--- config.mk ---
export PLATFORM = sky130hd
export DESIGN_NAME = button_debounce_hold_mode_control_top
export DESIGN_NICKNAME = d
export VERILOG_FILES = /design/src/hdl/bdhm_pkg.sv /design/src/hdl/bdhm_core.sv /design/src/hdl/button_debounce_hold_mode_control_top.sv
export VERILOG_INCLUDE_DIRS = /design/src /design/src/hdl
export SDC_FILE = /design/constraint.sdc
export NUM_CORES = 1
export LEC_CHECK = 0
export ABC_AREA = 1
export BUFFER_PORTS_ARGS = -buffer_cell sky130_fd_sc_hd__buf_2
export CAP_MARGIN = 30
export CORE_ASPECT_RATIO = 0.7
export CORE_UTILIZATION = 60
export DETAILED_ROUTE_END_ITERATION = 10
export GPL_TIMING_DRIVEN = 0
export HOLD_SLACK_MARGIN = 0.12
export PLACE_DENSITY = 0.8
export SYNTH_ARGS = -nofsm -noshare
export SYNTH_HDL_FRONTEND = slang
export SYNTH_SLANG_ARGS = --single-unit
--- constraint.sdc ---
create_clock -name clk -period 6.4 [get_ports clk]
set_clock_uncertainty 0.1 [all_clocks]
set_input_delay 0.64 -clock clk [delete_from_list [all_inputs] [get_ports clk]]
set_output_delay 0.64 -clock clk [all_outputs]
set_load 0.05 [all_outputs]
--- src/hdl/button_debounce_hold_mode_control_top_macros.svh ---
// assertion macros for the button debounce and hold mode control block
`ifndef BUTTON_DEBOUNCE_HOLD_MODE_CONTROL_TOP_MACROS_SVH
`define BUTTON_DEBOUNCE_HOLD_MODE_CONTROL_TOP_MACROS_SVH

// same-cycle implication, checked on every rising clock edge out of reset
`define BDHM_ASSERT_IMPLY(lbl, ante, cons, msg) \
  lbl: assert property (@(posedge clk) disable iff (!rst_n) (ante) |-> (cons)) \
    else $error(msg);

// next-cycle implication
`define BDHM_ASSERT_NEXT(lbl, ante, cons, msg) \
  lbl: assert property (@(posedge clk) disable iff (!rst_n) (ante) |=> (cons)) \
    else $error(msg);

`endif

--- src/hdl/bdhm_pkg.sv ---
// shared types, codes and helpers for the button debounce and hold mode control block
`default_nettype none

package bdhm_pkg;

  localparam int MODE_COUNT = 4;

  localparam int DEB_W  = 8;
  localparam int HOLD_W = 16;
  localparam int CFG_IDX_W  = 2;
  localparam int CFG_DATA_W = 16;

  localparam logic [CFG_IDX_W-1:0] CFG_DEBOUNCE_SCANS = 2'd0;
  localparam logic [CFG_IDX_W-1:0] CFG_HOLD_SCANS     = 2'd1;

  localparam logic [DEB_W-1:0]  DEBOUNCE_RESET = 8'd3;
  localparam logic [HOLD_W-1:0] HOLD_RESET     = 16'd75;

  localparam logic [2:0] ACT_NONE     = 3'd0;
  localparam logic [2:0] ACT_ACTIVATE = 3'd1;
  localparam logic [2:0] ACT_BEGIN    = 3'd2;
  localparam logic [2:0] ACT_CANCEL   = 3'd3;
  localparam logic [2:0] ACT_COMMIT   = 3'd4;

  localparam logic [1:0] RING_OFF = 2'd0;
  localparam logic [1:0] RING_ON  = 2'd1;

  typedef struct packed {
    logic       button_level;
    logic [1:0] ring_status;
    logic [3:0] ring_mode;
    logic       begin_ok;
  } in_item_t;

  typedef struct packed {
    logic [2:0] action;
    logic [3:0] target_mode;
    logic       deb_pressed;
  } out_item_t;

  // next mode with wrap; at most eight narrow compare/subtract steps
  function automatic logic [3:0] mode_after(input logic [3:0] mode);
    logic [4:0] s;
    s = {1'b0, mode} + 5'd1;
    for (int i = 0; i < 8; i++) begin
      if (s >= 5'(MODE_COUNT)) begin
        s = s - 5'(MODE_COUNT);
      end
    end
    return s[3:0];
  endfunction

endpackage

`default_nettype wire

--- src/hdl/bdhm_core.sv ---
// debounce state, press timing and action decision for one scan
`default_nettype none

module bdhm_core
  import bdhm_pkg::*;
(
  input  wire logic              clk,
  input  wire logic              rst_n,
  input  wire logic              step,
  input  wire in_item_t          item,
  input  wire logic [DEB_W-1:0]  debounce_scans,
  input  wire logic [HOLD_W-1:0] hold_scans,
  output out_item_t              result
);

  logic              raw_last_r, raw_last_nxt;
  logic              debounced_r, debounced_nxt;
  logic              pending_r, pending_nxt;
  logic [DEB_W-1:0]  edge_age_r, edge_age_nxt;
  logic [HOLD_W-1:0] press_age_r, press_age_nxt;

  logic              pressed;
  logic [DEB_W-1:0]  edge_inc;
  logic [HOLD_W-1:0] press_inc;
  logic              take;

  assign pressed   = ~item.button_level;
  assign edge_inc  = (&edge_age_r) ? edge_age_r : edge_age_r + 1'b1;
  assign press_inc = (&press_age_r) ? press_age_r : press_age_r + 1'b1;

  always_comb begin
    raw_last_nxt  = pressed;
    edge_age_nxt  = (pressed != raw_last_r) ? '0 : edge_inc;
    debounced_nxt = debounced_r;
    pending_nxt   = pending_r;
    press_age_nxt = press_inc;
    result.action      = ACT_NONE;
    result.target_mode = 4'd0;
    take = (pressed != debounced_r) && (edge_age_nxt >= debounce_scans);
    if (take) begin
      debounced_nxt = pressed;
      if (pressed) begin
        press_age_nxt = '0;
        pending_nxt   = 1'b0;
        if (item.ring_status == RING_OFF) begin
          result.action      = ACT_ACTIVATE;
          result.target_mode = item.ring_mode;
        end else if (item.ring_status == RING_ON) begin
          result.action      = ACT_BEGIN;
          result.target_mode = mode_after(item.ring_mode);
          pending_nxt        = item.begin_ok;
        end
      end else if (pending_r) begin
        result.action = (press_inc < hold_scans) ? ACT_CANCEL : ACT_COMMIT;
        pending_nxt   = 1'b0;
      end
    end
    result.deb_pressed = debounced_nxt;
  end

  always_ff @(posedge clk) begin
    if (!rst_n) begin
      raw_last_r  <= 1'b0;
      debounced_r <= 1'b0;
      pending_r   <= 1'b0;
      edge_age_r  <= '0;
      press_age_r <= '0;
    end else if (step) begin
      raw_last_r  <= raw_last_nxt;
      debounced_r <= debounced_nxt;
      pending_r   <= pending_nxt;
      edge_age_r  <= edge_age_nxt;
      press_age_r <= press_age_nxt;
    end
  end

endmodule

`default_nettype wire

--- src/hdl/button_debounce_hold_mode_control_top.sv ---
// top level of the button debounce and hold mode control block: one scan
// sample in, one request out. each sample is debounced against the configured
// steady-scan count, and a qualified press asks the ring to activate (ring
// off) or to begin a change to the next mode (ring on); the release after an
// accepted begin asks for cancel or commit depending on the press length.
// a sample is taken every cycle when the result side keeps up: it lands in an
// input register, the decision logic runs on it from there and its request
// is held in the output register, which drives out_valid, until the result
// side takes it; throughput is one request per cycle while out_stall is low,
// set by the single decision stage that also updates the debounce and timing
// counters.
`default_nettype none
`include "button_debounce_hold_mode_control_top_macros.svh"

module button_debounce_hold_mode_control_top
  import bdhm_pkg::*;
(
  input  wire logic                  clk,
  input  wire logic                  rst_n,
  // sample channel
  input  wire logic                  in_valid,
  output logic                       in_stall,
  input  wire in_item_t              in_data,
  // request channel
  output logic                       out_valid,
  input  wire logic                  out_stall,
  output out_item_t                  out_data,
  // configuration writes
  input  wire logic                  cfg_valid,
  output logic                       cfg_ready,
  input  wire logic [CFG_IDX_W-1:0]  cfg_index,
  input  wire logic [CFG_DATA_W-1:0] cfg_data
);

  // configuration registers
  logic [DEB_W-1:0]  debounce_scans_r;
  logic [HOLD_W-1:0] hold_scans_r;

  // input register
  logic     in_valid_r, in_valid_nxt;
  in_item_t in_item_r;

  // output register
  logic      out_valid_r, out_valid_nxt;
  out_item_t out_item_r;

  logic      in_take;
  logic      advance;
  out_item_t result;

  // writes are always taken; the user must issue them only while the block is idle, the block does not enforce it
  assign cfg_ready = 1'b1;

  always_ff @(posedge clk) begin
    if (!rst_n) begin
      debounce_scans_r <= DEBOUNCE_RESET;
      hold_scans_r     <= HOLD_RESET;
    end else if (cfg_valid && cfg_ready) begin
      unique case (cfg_index)
        CFG_DEBOUNCE_SCANS: debounce_scans_r <= cfg_data[DEB_W-1:0];
        CFG_HOLD_SCANS:     hold_scans_r     <= cfg_data[HOLD_W-1:0];
        default: ;
      endcase
    end
  end

  // the decision stage moves whenever the output slot is free or emptying
  assign advance  = in_valid_r && (!out_valid_r || !out_stall);
  assign in_stall = in_valid_r && !advance;
  assign in_take  = in_valid && !in_stall;

  assign in_valid_nxt  = in_take || (in_valid_r && !advance);
  assign out_valid_nxt = advance || (out_valid_r && out_stall);

  always_ff @(posedge clk) begin
    if (!rst_n) begin
      in_valid_r  <= 1'b0;
      out_valid_r <= 1'b0;
    end else begin
      in_valid_r  <= in_valid_nxt;
      out_valid_r <= out_valid_nxt;
    end
  end

  // payload registers, no reset needed
  always_ff @(posedge clk) begin
    if (in_take) begin
      in_item_r <= in_data;
    end
    if (advance) begin
      out_item_r <= result;
    end
  end

  // debounce, press timing and the request decision; state moves per request
  bdhm_core u_core (
    .clk            (clk),
    .rst_n          (rst_n),
    .step           (advance),
    .item           (in_item_r),
    .debounce_scans (debounce_scans_r),
    .hold_scans     (hold_scans_r),
    .result         (result)
  );

  assign out_valid = out_valid_r;
  assign out_data  = out_item_r;

  // cancel and commit come only from a debounced release
  `BDHM_ASSERT_IMPLY(a_release_req,
    out_valid_r && (out_item_r.action == ACT_CANCEL || out_item_r.action == ACT_COMMIT),
    !out_item_r.deb_pressed, "release request while button held")
  // activate and begin come only from a debounced press
  `BDHM_ASSERT_IMPLY(a_press_req,
    out_valid_r && (out_item_r.action == ACT_ACTIVATE || out_item_r.action == ACT_BEGIN),
    out_item_r.deb_pressed, "press request while button released")
  // next mode always wraps into range
  `BDHM_ASSERT_IMPLY(a_begin_mode,
    out_valid_r && out_item_r.action == ACT_BEGIN,
    {1'b0, out_item_r.target_mode} < 5'(MODE_COUNT), "begin target out of range")
  // a decided request always lands in the output register
  `BDHM_ASSERT_NEXT(a_advance_lands, advance, out_valid_r, "decided request lost")

endmodule

`default_nettype wire
### After elaboration in Yosys (flattened, before gate mapping)

Index checks and enable logic that the tools add are counted.

* register bits: 69
* word-level logic and storage cells: 113
* input port bits: 31

* eq/ne operators: 4
* multiplexer cells: 50
* reductions and logical operators: 20
* order comparisons: 10
* add/subtract/negate cells: 11
* bitwise gates (word level): 2

Operators with widths (count)
* 5-bit two-way mux: 35
* 16-bit two-way mux: 3
* 5-bit by 3-bit greater-or-equal comparator with 1-bit output (second input constant): 8
* 5-bit by 3-bit subtractor with 5-bit output (second input constant): 7
* 16-bit by 1-bit adder with 16-bit output (second input constant): 1
* 16-bit less-than comparator: 1
* 8-bit two-way mux: 2
* 16-bit AND reduction: 1
* 3-bit two-way mux: 3
* 8-bit by 1-bit adder with 8-bit output (second input constant): 1
* 8-bit greater-or-equal comparator: 1
* 8-bit AND reduction: 1
* 7-bit two-way mux: 1
* 6-bit two-way mux: 1
* 2-bit AND reduction: 3
* 4-bit by 1-bit adder with 5-bit output (second input constant): 1
* 1-bit logical AND: 5
* 2-bit by 1-bit equality test with 1-bit output (second input constant): 2
* 1-bit logical NOT: 4
* 2-bit logical NOT: 2
* 1-bit two-way mux: 4
* 4-bit two-way mux: 1
* 4-bit by 3-bit subtractor with 4-bit output (second input constant): 1
* 1-bit logical OR: 3
* other kinds (3): 5

### Depth between registers and ports, before layout

Gate-level depths: netlist (run 1).

* depth after elaboration: 48
* depth in mapped cells: 35

### By module

Synthesis (run 1) repeated with hierarchy kept, for this count alone.

* cells, all modules: 660
* area total of the unflattened synthesis: 4702.0 µm²

By module, submodules not included
* bdhm_core: seq. area each 540.5 µm², area an instance 3121.7 µm², cells each 483, times used 1
* button_debounce_hold_mode_control_top: seq. area each 1001.0 µm², area an instance 1580.3 µm², cells each 177, times used 1

### Worst setup path before layout (run 1)

No wires, ideal clock.

* path kind: reg-to-reg
* start point: register in_item_r[1] in the netlist's numbering
* end point: register out_item_r (netlist bit out_data[3]) (data pin)
* period minus slack after synthesis: 4.479 ns
* data arrival time: 4.118 ns
* library setup time: 0.260 ns
* stages on the path, launching flop included: 34
* setup slack: 1.921 ns
* buffers on the path: 0
* cells stage by stage: edfxtp_1 > ha_1 > nand2_2 > inv_2 > nor2_2 > ha_1 > nand3_1 > inv_1 > nand2_4 > nand2_4 > nand2_4 > nand2_1 > inv_1 > ha_1 > nor2_1 > ha_1 > inv_1 > nand2_1 > inv_1 > ha_1 > inv_1 > nand2_4 > inv_1 > ha_1 > inv_1 > nand2_1 > ha_1 > inv_1 > nor2_2 > nand3_1 > nand2_1 > nand2_1 > nand3_1 > a21oi_1

* cells in the longest elaborated chain, start to end: 47

Ends and longest elaborated chain
* start, declared: line button_debounce_hold_mode_control_top.sv:41 `in_item_t in_item_r;`
* start signal, assigned: line button_debounce_hold_mode_control_top.sv:88 `in_item_r <= in_data;`
* 4-bit by 1-bit adder with 5-bit output *: line bdhm_pkg.sv:44 `s = {1'b0, mode} + 5'd1;`
* 5-bit by 3-bit subtractor with 5-bit output / 5-bit by 3-bit greater-or-equal comparator with 1-bit output (equally long branches): line bdhm_pkg.sv:47, bdhm_pkg.sv:46
* 5-bit two-way mux *: line bdhm_pkg.sv:46 `if (s >= 5'(MODE_COUNT)) begin`
* 5-bit two-way mux *: line bdhm_core.sv:48 `end else if (item.ring_status == RING_ON) begin`
* 5-bit two-way mux *: line bdhm_core.sv:45 `if (item.ring_status == RING_OFF) begin`
* 5-bit two-way mux *: line bdhm_core.sv:42 `if (pressed) begin`
* 5-bit two-way mux *: line bdhm_core.sv:40 `if (take) begin`
* 5-bit by 3-bit subtractor with 5-bit output / 5-bit by 3-bit greater-or-equal comparator with 1-bit output (equally long branches): line bdhm_pkg.sv:47, bdhm_pkg.sv:46
* [... 31 more ...]
* 5-bit two-way mux *: line bdhm_core.sv:48
* 5-bit two-way mux *: line bdhm_core.sv:45
* 5-bit two-way mux *: line bdhm_core.sv:42
* 5-bit two-way mux *: line bdhm_core.sv:40
* 4-bit by 3-bit subtractor with 4-bit output / 5-bit by 3-bit greater-or-equal comparator with 1-bit output (equally long branches): line bdhm_pkg.sv:47, bdhm_pkg.sv:46
* 4-bit two-way mux *: line bdhm_pkg.sv:46
* 6-bit two-way mux *: line bdhm_core.sv:48
* 7-bit two-way mux *: line bdhm_core.sv:45
* end signal, assigned: line button_debounce_hold_mode_control_top.sv:91 `out_item_r <= result;`
* end, declared: line button_debounce_hold_mode_control_top.sv:45 `out_item_t out_item_r;`

Mark *: on every way between the ends. The rest lies on a longest branch, timed or not. The select of a mux whose other input is x is not followed.
A chain may end at the register's enable or synchronous reset.

### Worst setup path after layout (run 1)

* start point: register in_item_r[1] in the netlist's numbering
* end point: register out_item_r (netlist bit out_data[4]) (data pin)

Same word-level chain as after synthesis.

==> out/results.ini, run 1 <==
[power_and_ir_drop]
leakage_nw=2.228
comb_power_share=0.371
p_int_mw=0.8769
switching_share=0.3662
ir_worst_vdd_v=0.0002438
pwr-share-seq=0.345
switchingPower_mw=0.5067
power_frac_clock=0.284
powerDensity_nw_per_um2=282.1
total_power_mw=1.384

[global_route]
grt_usage=0.2637
grt_pass1_wl_mm=16.08
grt_max_degree=18
grt_pass1_vias=3561
grt_overflow=0
antenna_found_initial=0

[final_layout]
final_util=0.7127
syn_to_final_growth_pct=12.55
final_cells=731
final_net_count=704
n_antenna_cell=0
drive_gt1_frac=0.1554
final_cell_area_um2=4905

[synthesis]
synth_seq_cells=69
synth_top_family_by_area=simple AND/OR/NAND/NOR gates
synthXorXnorAreaFrac=0.02211
synth_edf_count=16
netlist_instances=581
synth_compound_area_frac=0.1708
yosys_warnings=0
yosysUniqueCellTypes=40
async_flop_share=0
synth_fp_nets=653
avgSynthCellArea_um2=7.501
synthAdderAreaFrac=0.1177
yosysSeqAreaShare=0.3537
synthSimpleGateAreaFrac=0.2423
synth_ff_type=dfxtp_1
netlist_area_um2=4358
muxShareOfSynthArea=0

[die]
num_rows=25
fp.dieH_um=73.31
dieArea_um2=7613
boundaryPins=42
die_w_um=103.9
coreArea_um2=6882
start_util=0.6333

[min_path]
min_from=debounce_scans_r[4]
hold_path.class=register to register

[detailed_routing]
ant_nets=0
avgViaCountPerCell=5.285
drc_errors=0
wl_per_cell_um=12.70
drtPass1Iterations=5
wirelength_mm=9.283
vias=3863
drt_iter0_markers=239

[clock_tree]
htree_levels=3
cts_resized=0
root_buffer=clkbuf_8
cts.clk_slew.worst_paths_ns=0.07
hold_buffers=0
clock-sinks=69
cts_made_buffers=9
clock_path_buffers=2
tritoncts=done
post_cts_buffers=0
clkLatencyLatePin_ns=0.34

[timing]
layout_setup_ws_ns=1.495
setup_viol=0
rsz0062_at_grt=no
tightest_slew_ns=0.7753
slew_viol_final=0
holdWs_ns=0.3660
post-route-min-period_ns=4.905
timing.final.hold_violations=0
slew_headroom=0.4831
min_period_over_period=0.7664
fmax_mhz=203.9
fin_setup_tns_ns=0

[setup_path]
cpPeakStageDelay_ns=0.49
reg2reg_from=in_item_r[1]
worstPathRequired_ns=6.39
crit_fanout=7
cp-start-kind=register
critPathKind=register to register
critPathSlowestCell=edfxtp_1
end_kind=register
cp-startpoint=in_item_r[1]
cp.arrival_ns=4.89

[place]
portBuffers=40
dpl-instance-area_um2=4676
placedCellCount=715
dp_hpwl_mm=7.284
gp_congestion=0.8704
dp_slack_ns=1.494

[flow_run]
maxCapViolCount=0

[run_status]
status=finished clean

[logic make-up (layout without fill, tap and decap cells)]
family,Yosys count,after routing
flops,69,69
other cells,1,1
simple gates,225,225
fa+ha+maj,41,41
xor+xnor,11,11
buf+inv,104,160
compound gates,130,130
[area by class of cell]
type                       count  area (um2)
buffer                        15       68.82
clock buffer                  12       176.4
clock inverter                 4       52.55
fill                         541        1977
inverter                      89       334.1
multi-input combinational    408        2414
sequential                    69        1541
tap                           94       117.6
timing repair buffer          40       200.2
[synthesized netlist by cell type (8+ instances only)]
| cell type | count | share of area |
|---|---|---|
| nand2_2 | 8 | 0.011 |
| o21ai_0 | 37 | 0.042 |
| edfxtp_1 | 16 | 0.11 |
| xor2_1 | 9 | 0.018 |
| nand3_1 | 29 | 0.033 |
| nand2_1 | 112 | 0.096 |
| nand2_4 | 10 | 0.026 |
| ha_1 | 41 | 0.12 |
| dfxtp_1 | 53 | 0.24 |
| nor2_1 | 39 | 0.034 |
| clkbuf_1 | 12 | 0.010 |
| inv_1 | 85 | 0.073 |
| a21oi_1 | 63 | 0.072 |
[worst paths after layout]
path | end | slack (ns) | cells after the start
worst max-delay path | out_data[4] | 1.50 | 33
worst min-delay path | debounce_scans_r[4] | 0.37 | 2
worst max register to register | out_data[4] | 1.50 | 33
worst min register to register | debounce_scans_r[4] | 0.37 | 2
[placed cells by master (no fill, tap or decap), drive strengths merged, types with 3 or more instances in the layout]
cell and count:
a211oi 5, a21oi 66, a31oi 3, buf 43
clkbuf 24, clkinvlp 3, dfxtp 53, edfxtp 16
ha 41, inv 89, nand2 130, nand3 32
nand4 7, nor2 44, nor3 7, o211ai 6
o21a 4, o21ai 43, xor2 9
[registers in the layout (all words and copies together), names as in the netlist]
register / cells
u_core.pending_r: 1
u_core.debounced_r: 1
in_valid_r: 1
u_core.edge_age_r: 8
out_data: 8
debounce_scans_r: 8
out_valid: 1
u_core.press_age_r: 16
in_item_r: 8
hold_scans_r: 16
u_core.raw_last_r: 1
[critical path: cells and delay by family, from the launching register on]
| kind | cells | cell delay (ns) |
|---|---|---|
| flip-flops | 1 | 0.49 |
| adder cells (fa/ha/maj) | 7 | 1.76 |
| AO/OA/AOI/OAI | 1 | 0.07 |
| buffers and inverters | 8 | 0.60 |
| AND/OR/NAND/NOR | 17 | 1.65 |
[metal layers]
layer | track usage | share of wire | wire length (um)
met2 | 0.4504 | 0.45 | 4190
met1 | 0.3546 | 0.50 | 4596
met3 | 0.04259 | 0.046 | 423
met4 | 0.06508 | 0.0079 | 73
met5 | 0 | 0 | 0
[power by group through the flow]
stage | registers (mW) | logic [mW] | clock network [mW]
final | 0.477 | 0.514 | 0.393
after global routing | 0.479 | 0.595 | 0.414
after CTS | 0.477 | 0.516 | 0.397
after detailed placement | 0.487 | 0.512 | 0
after global placement | 0.486 | 0.487 | 0
after floorplan | 0.496 | 0.409 | 0
Power figures use the tool's default switching activity.
==> run 2: changes to the inputs <==
Settings changed: CORE_UTILIZATION 60 to 54, PLACE_DENSITY 0.8 to 0.76.
Clock period 6.4 ns to 4 ns, I/O delays scaled along.
==> out/results.ini, run 2 (synthesis results as in run 1) <==
[run_status]
status=finished, violations left
violations=setup timing

[place]
portBuffers=40
dp_hpwl_mm=7.262
placedCellCount=722
gp_congestion=0.8540

[setup_path]
reg2reg_from=in_item_r[2]
critPathCapture=out_data[4]
critPathKind=register to register
rr_endpoint=out_data[4]
cp.arrival_ns=4.37
end_kind=register
critPathSlowestCell=edfxtp_1
cpPeakStageDelay_ns=0.48
path_common_cell=nand2_4
cp-startpoint=in_item_r[2]
r2r_setup_slack_ns=-0.38
reg2regPathDepth=34
cp-start-kind=register
worstPathRequired_ns=3.99
crit_fanout=5

[clock_tree]
root_buffer=clkbuf_16
clkLatencyLatePin_ns=0.34
clock_path_buffers=2
cts.clk_slew.worst_paths_ns=0.06
htree_levels=3
hold_buffers=0
clock-sinks=69
cts_made_buffers=9
tritoncts=done

[final_layout]
final_cells=772
fill_cells=552
seq_area_um2=1544
reg_top3=hold_scans_r: 16 flops, u_core.press_age_r: 16 flops
multiInputGateArea_um2=2760
layout_common_cells=nand2_1 (97), inv_1 (68), a21oi_1 (61)
layout_commonest_cell=nand2_1
final_net_count=738
syn_to_final_growth_pct=29.29
n_antenna_cell=0
drive_gt1_frac=0.2876

[timing]
slew_viol_final=0
setup_viol=2
rsz0062_at_grt=yes
min_period_over_period=1.094
layout_setup_ws_ns=-0.3778
tightest_slew_ns=0.7586
fmax_mhz=228.4
timing.final.hold_violations=0
holdWs_ns=0.1361
slew_headroom=0.4943
post-route-min-period_ns=4.378

[die]
fp.dieH_um=77.16
start_util=0.5560
num_rows=27
coreArea_um2=7838
die_w_um=109.4
boundaryPins=42
dieArea_um2=8439

[global_route]
grt_pass1_vias=3753
grt_usage=0.2642
use_met1=0.3428
grt_overflow=0
grtUsageMet2=0.4164
antenna_found_initial=0
busiest_layer=met2
use_met3=0.06973
grt_max_degree=18
grt_pass1_wl_mm=17.38

[min_path]
hold_path.class=input pin to register

[detailed_routing]
vias=4200
drtPass1Iterations=5
wirelength_mm=11.57
wl_per_cell_um=14.98
drt_iter0_markers=305
avgViaCountPerCell=5.440
drc_errors=0
ant_nets=0

[flow_run]
maxCapViolCount=0

[power_and_ir_drop]
powerDensity_nw_per_um2=507.9
leakage_nw=2.470
ir_worst_vdd_v=0.0003708

## run 2: changes by cell type in the layout (fill, tap and decap cells not counted), moves of 6 or more
cell and delta:
nand3_1 -6, ha_4 +10, inv_1 -17, clkbuf_8 -11, nand2_2 +8, inv_2 +13, nor2_4 +6, buf_4 +33
ha_1 -13, nand2_1 -15, clkbuf_16 +8
## run 2: worst min-delay path by stage
stage                                   start             endpoint  slack [ns]  cells after the start
after CTS                          in_data[7]         in_item_r[7]        0.13                      1
final                              in_data[7]         in_item_r[7]        0.14                      1
after detailed placement      hold_scans_r[5]      hold_scans_r[5]        0.36                      2
after global routing               in_data[7]         in_item_r[7]        0.13                      1
after global placement       hold_scans_r[10]     hold_scans_r[10]        0.35                      2
after floorplan           debounce_scans_r[2]  debounce_scans_r[2]        0.34                      2
## run 2: area by class of cell
type / instances / area share
clock inverters: 6 / 0.01555
clock buffers: 10 / 0.04064
flip-flops and latches: 69 / 0.2740
repair buffers: 74 / 0.08372
plain buffers: 15 / 0.01266
inverters: 89 / 0.06107
multi-input cells: 408 / 0.4899
well taps: 101 / 0.02243
## run 2: critical path, delay by kind of cell (launching register included)
family,cells,cell delay [ns]
AOI/OAI and AO/OA,3,0.34
DFF,1,0.48
and+or+nand+nor,18,1.44
adders and majority gates,6,1.31
buffers and inverters,7,0.45
## run 2: metal layers
metal	part of all wire	wire (um)	vias up
li1	-	-	2075
met1	0.44	5101	1938
met2	0.47	5422	152
met3	0.065	754	35
met4	0.025	288	0
met5	0	0	-
## run 2: power by group
part | internal, mW | switching [mW] | total, mW | leakage (nW)
combinational | 0.514 | 0.735 | 1.25 | 1.73
clock | 0.545 | 0.303 | 0.848 | 0.156
sequential | 0.747 | 0.0175 | 0.765 | 0.585
total | 1.81 | 1.05 | 2.86 | 2.47
## run 2: per-stage QoR
| step | setup WS, ns | area, um2 | TNS, ns | util | power, mW |
|---|---|---|---|---|---|
| floorplan | -0.2134 | 4518 | -0.4227 | - | 1.527 |
| global placement | -0.4566 | 4845 | -3.939 | 0.6181 | 1.638 |
| detailed placement | -0.5322 | 4845 | -7.485 | 0.6181 | 1.677 |
| CTS | -0.2371 | 5408 | -0.4610 | 0.6900 | 2.687 |
| global route | -0.5437 | 5634 | -1.180 | 0.7189 | 3.010 |
| finish | -0.3778 | 5634 | -0.7360 | 0.7189 | 2.862 |
## run 2: timing repair
| item | CTS | global route |
|---|---|---|
| gates resized for setup | 24 | 30 |
| pin swaps | 26 | 34 |
| setup endpoints to repair | 21 | 21 |
| setup buffers | 21 | 13 |
| hold endpoints to repair | 0 | 0 |
==> run 3: changes to the inputs <==
Settings changed: CORE_UTILIZATION 54 to 64, PLACE_DENSITY 0.76 to 0.84.
Clock period 4 ns to 5.42 ns, I/O delays scaled along.
==> out/results.ini, run 3 (synthesis results as in run 1) <==
[setup_path]
path_common_cell=inv_1
critPathKind=register to register
crit_fanout=7
cpLargestDelayFamily=adder cells
cp.arrival_ns=5.05
cpPeakStageDelay_ns=0.50
end_kind=register
worstPathRequired_ns=5.41
rr_endpoint=out_data[3]
r2r_setup_slack_ns=0.36
cp.buffers_inverters=9
reg2reg_from=in_item_r[1]
cp-start-kind=register
critPathSlowestCell=edfxtp_1
reg2regPathDepth=33

[flow_run]
maxCapViolCount=0

[timing]
min_period_over_period=0.9343
tightest_slew_ns=0.8367
slew_headroom=0.4422
rsz0062_at_grt=no
setup_viol=0
post-route-min-period_ns=5.064
fin_setup_tns_ns=0
holdWs_ns=0.2765
timing.final.hold_violations=0
fmax_mhz=197.5
slew_viol_final=0

[global_route]
grt_overflow=0
grt_max_degree=18
grt_usage=0.2928
grt_pass1_wl_mm=16.22
antenna_found_initial=0
grt_pass1_vias=3541

[final_layout]
layout_commonest_cell=nand2_1
n_antenna_cell=0
drive_gt1_frac=0.1476
reg_top3=hold_scans_r: 16 flops, u_core.press_age_r: 16 flops
final_cells=728
layout_common_cells=nand2_1 (112), inv_1 (85), a21oi_1 (63)
final_net_count=704
syn_to_final_growth_pct=10.71

[detailed_routing]
avgViaCountPerCell=5.496
drc_errors=0
wirelength_mm=9.870
wl_per_cell_um=13.56
ant_nets=0
vias=4001
drtPass1Iterations=5
drt_iter0_markers=223

[power_and_ir_drop]
pwr-share-seq=0.367
powerDensity_nw_per_um2=318.4
ir_worst_vdd_v=0.0002401
p_int_mw=0.9351
comb_power_share=0.409
total_power_mw=1.536
leakage_nw=2.201
switching_share=0.3914
switchingPower_mw=0.6013
power_frac_clock=0.224

[clock_tree]
tritoncts=done
root_buffer=clkbuf_8
cts_made_buffers=9
cts_resized=0
clock_path_buffers=2
clkLatencyLatePin_ns=0.34
post_cts_buffers=0
hold_buffers=0
cts.clk_slew.worst_paths_ns=0.07
clock-sinks=69
htree_levels=3

[min_path]
min_from=in_data[2]
hold_end=in_item_r[2]
hold_path.class=input pin to register
holdPathStages=1

[place]
placedCellCount=712
dp_hpwl_mm=7.806
portBuffers=40
gp_congestion=0.8822

[die]
dieArea_um2=7149
coreArea_um2=6396
start_util=0.6813
boundaryPins=42
die_w_um=100.6
num_rows=24
fp.dieH_um=71.04

[run_status]
status=finished clean

-- run 3: power by group through the flow --
stage	clock, mW	combinational (mW)	sequential [mW]
after global routing	0.374	0.693	0.566
final	0.345	0.628	0.563
after CTS	0.349	0.625	0.563
after detailed placement	0	0.619	0.574
after floorplan	0	0.483	0.586
after global placement	0	0.582	0.573
-- run 3: worst max path at each step --
stage,startpoint,end,depth (start not counted)
final,in_item_r[1],out_data[3],33
after global routing,in_item_r[1],out_data[3],33
after CTS,in_item_r[1],out_data[3],33
after detailed placement,in_item_r[1],out_data[3],33
after global placement,in_item_r[1],out_data[3],33
after floorplan,in_item_r[1],out_data[3],33
-- run 3: final cells by class --
class                      count  area, um2
multi-input combinational    408       2414
fill                         493       1572
sequential                    69       1541
inverter                      89      334.1
timing repair buffer          40      200.2
clock buffer                  13      138.9
tap                           91      113.9
buffer                        15      68.82
clock inverter                 3      13.76
-- run 3: routing by layer --
metal / vias to the layer above / track usage / wire length [um]
met2: 158 / 0.4307 / 4012
met3: 8 / 0.06621 / 790
met5: - / 0 / 0
li1: 2009 / - / -
met1: 1826 / 0.4377 / 5008
met4: 0 / 0.06119 / 59
-- run 3: metrics by stage --
step | worst slack, ns | area, um2 | utilization
after global routing | 0.03578 | 4825 | 0.7543
after global placement | 0.6200 | 4672 | 0.7304
after floorplan | 0.9412 | 4358 | -
after CTS | 0.3717 | 4825 | 0.7543
final | 0.3559 | 4825 | 0.7543
after detailed placement | 0.4276 | 4672 | 0.7304
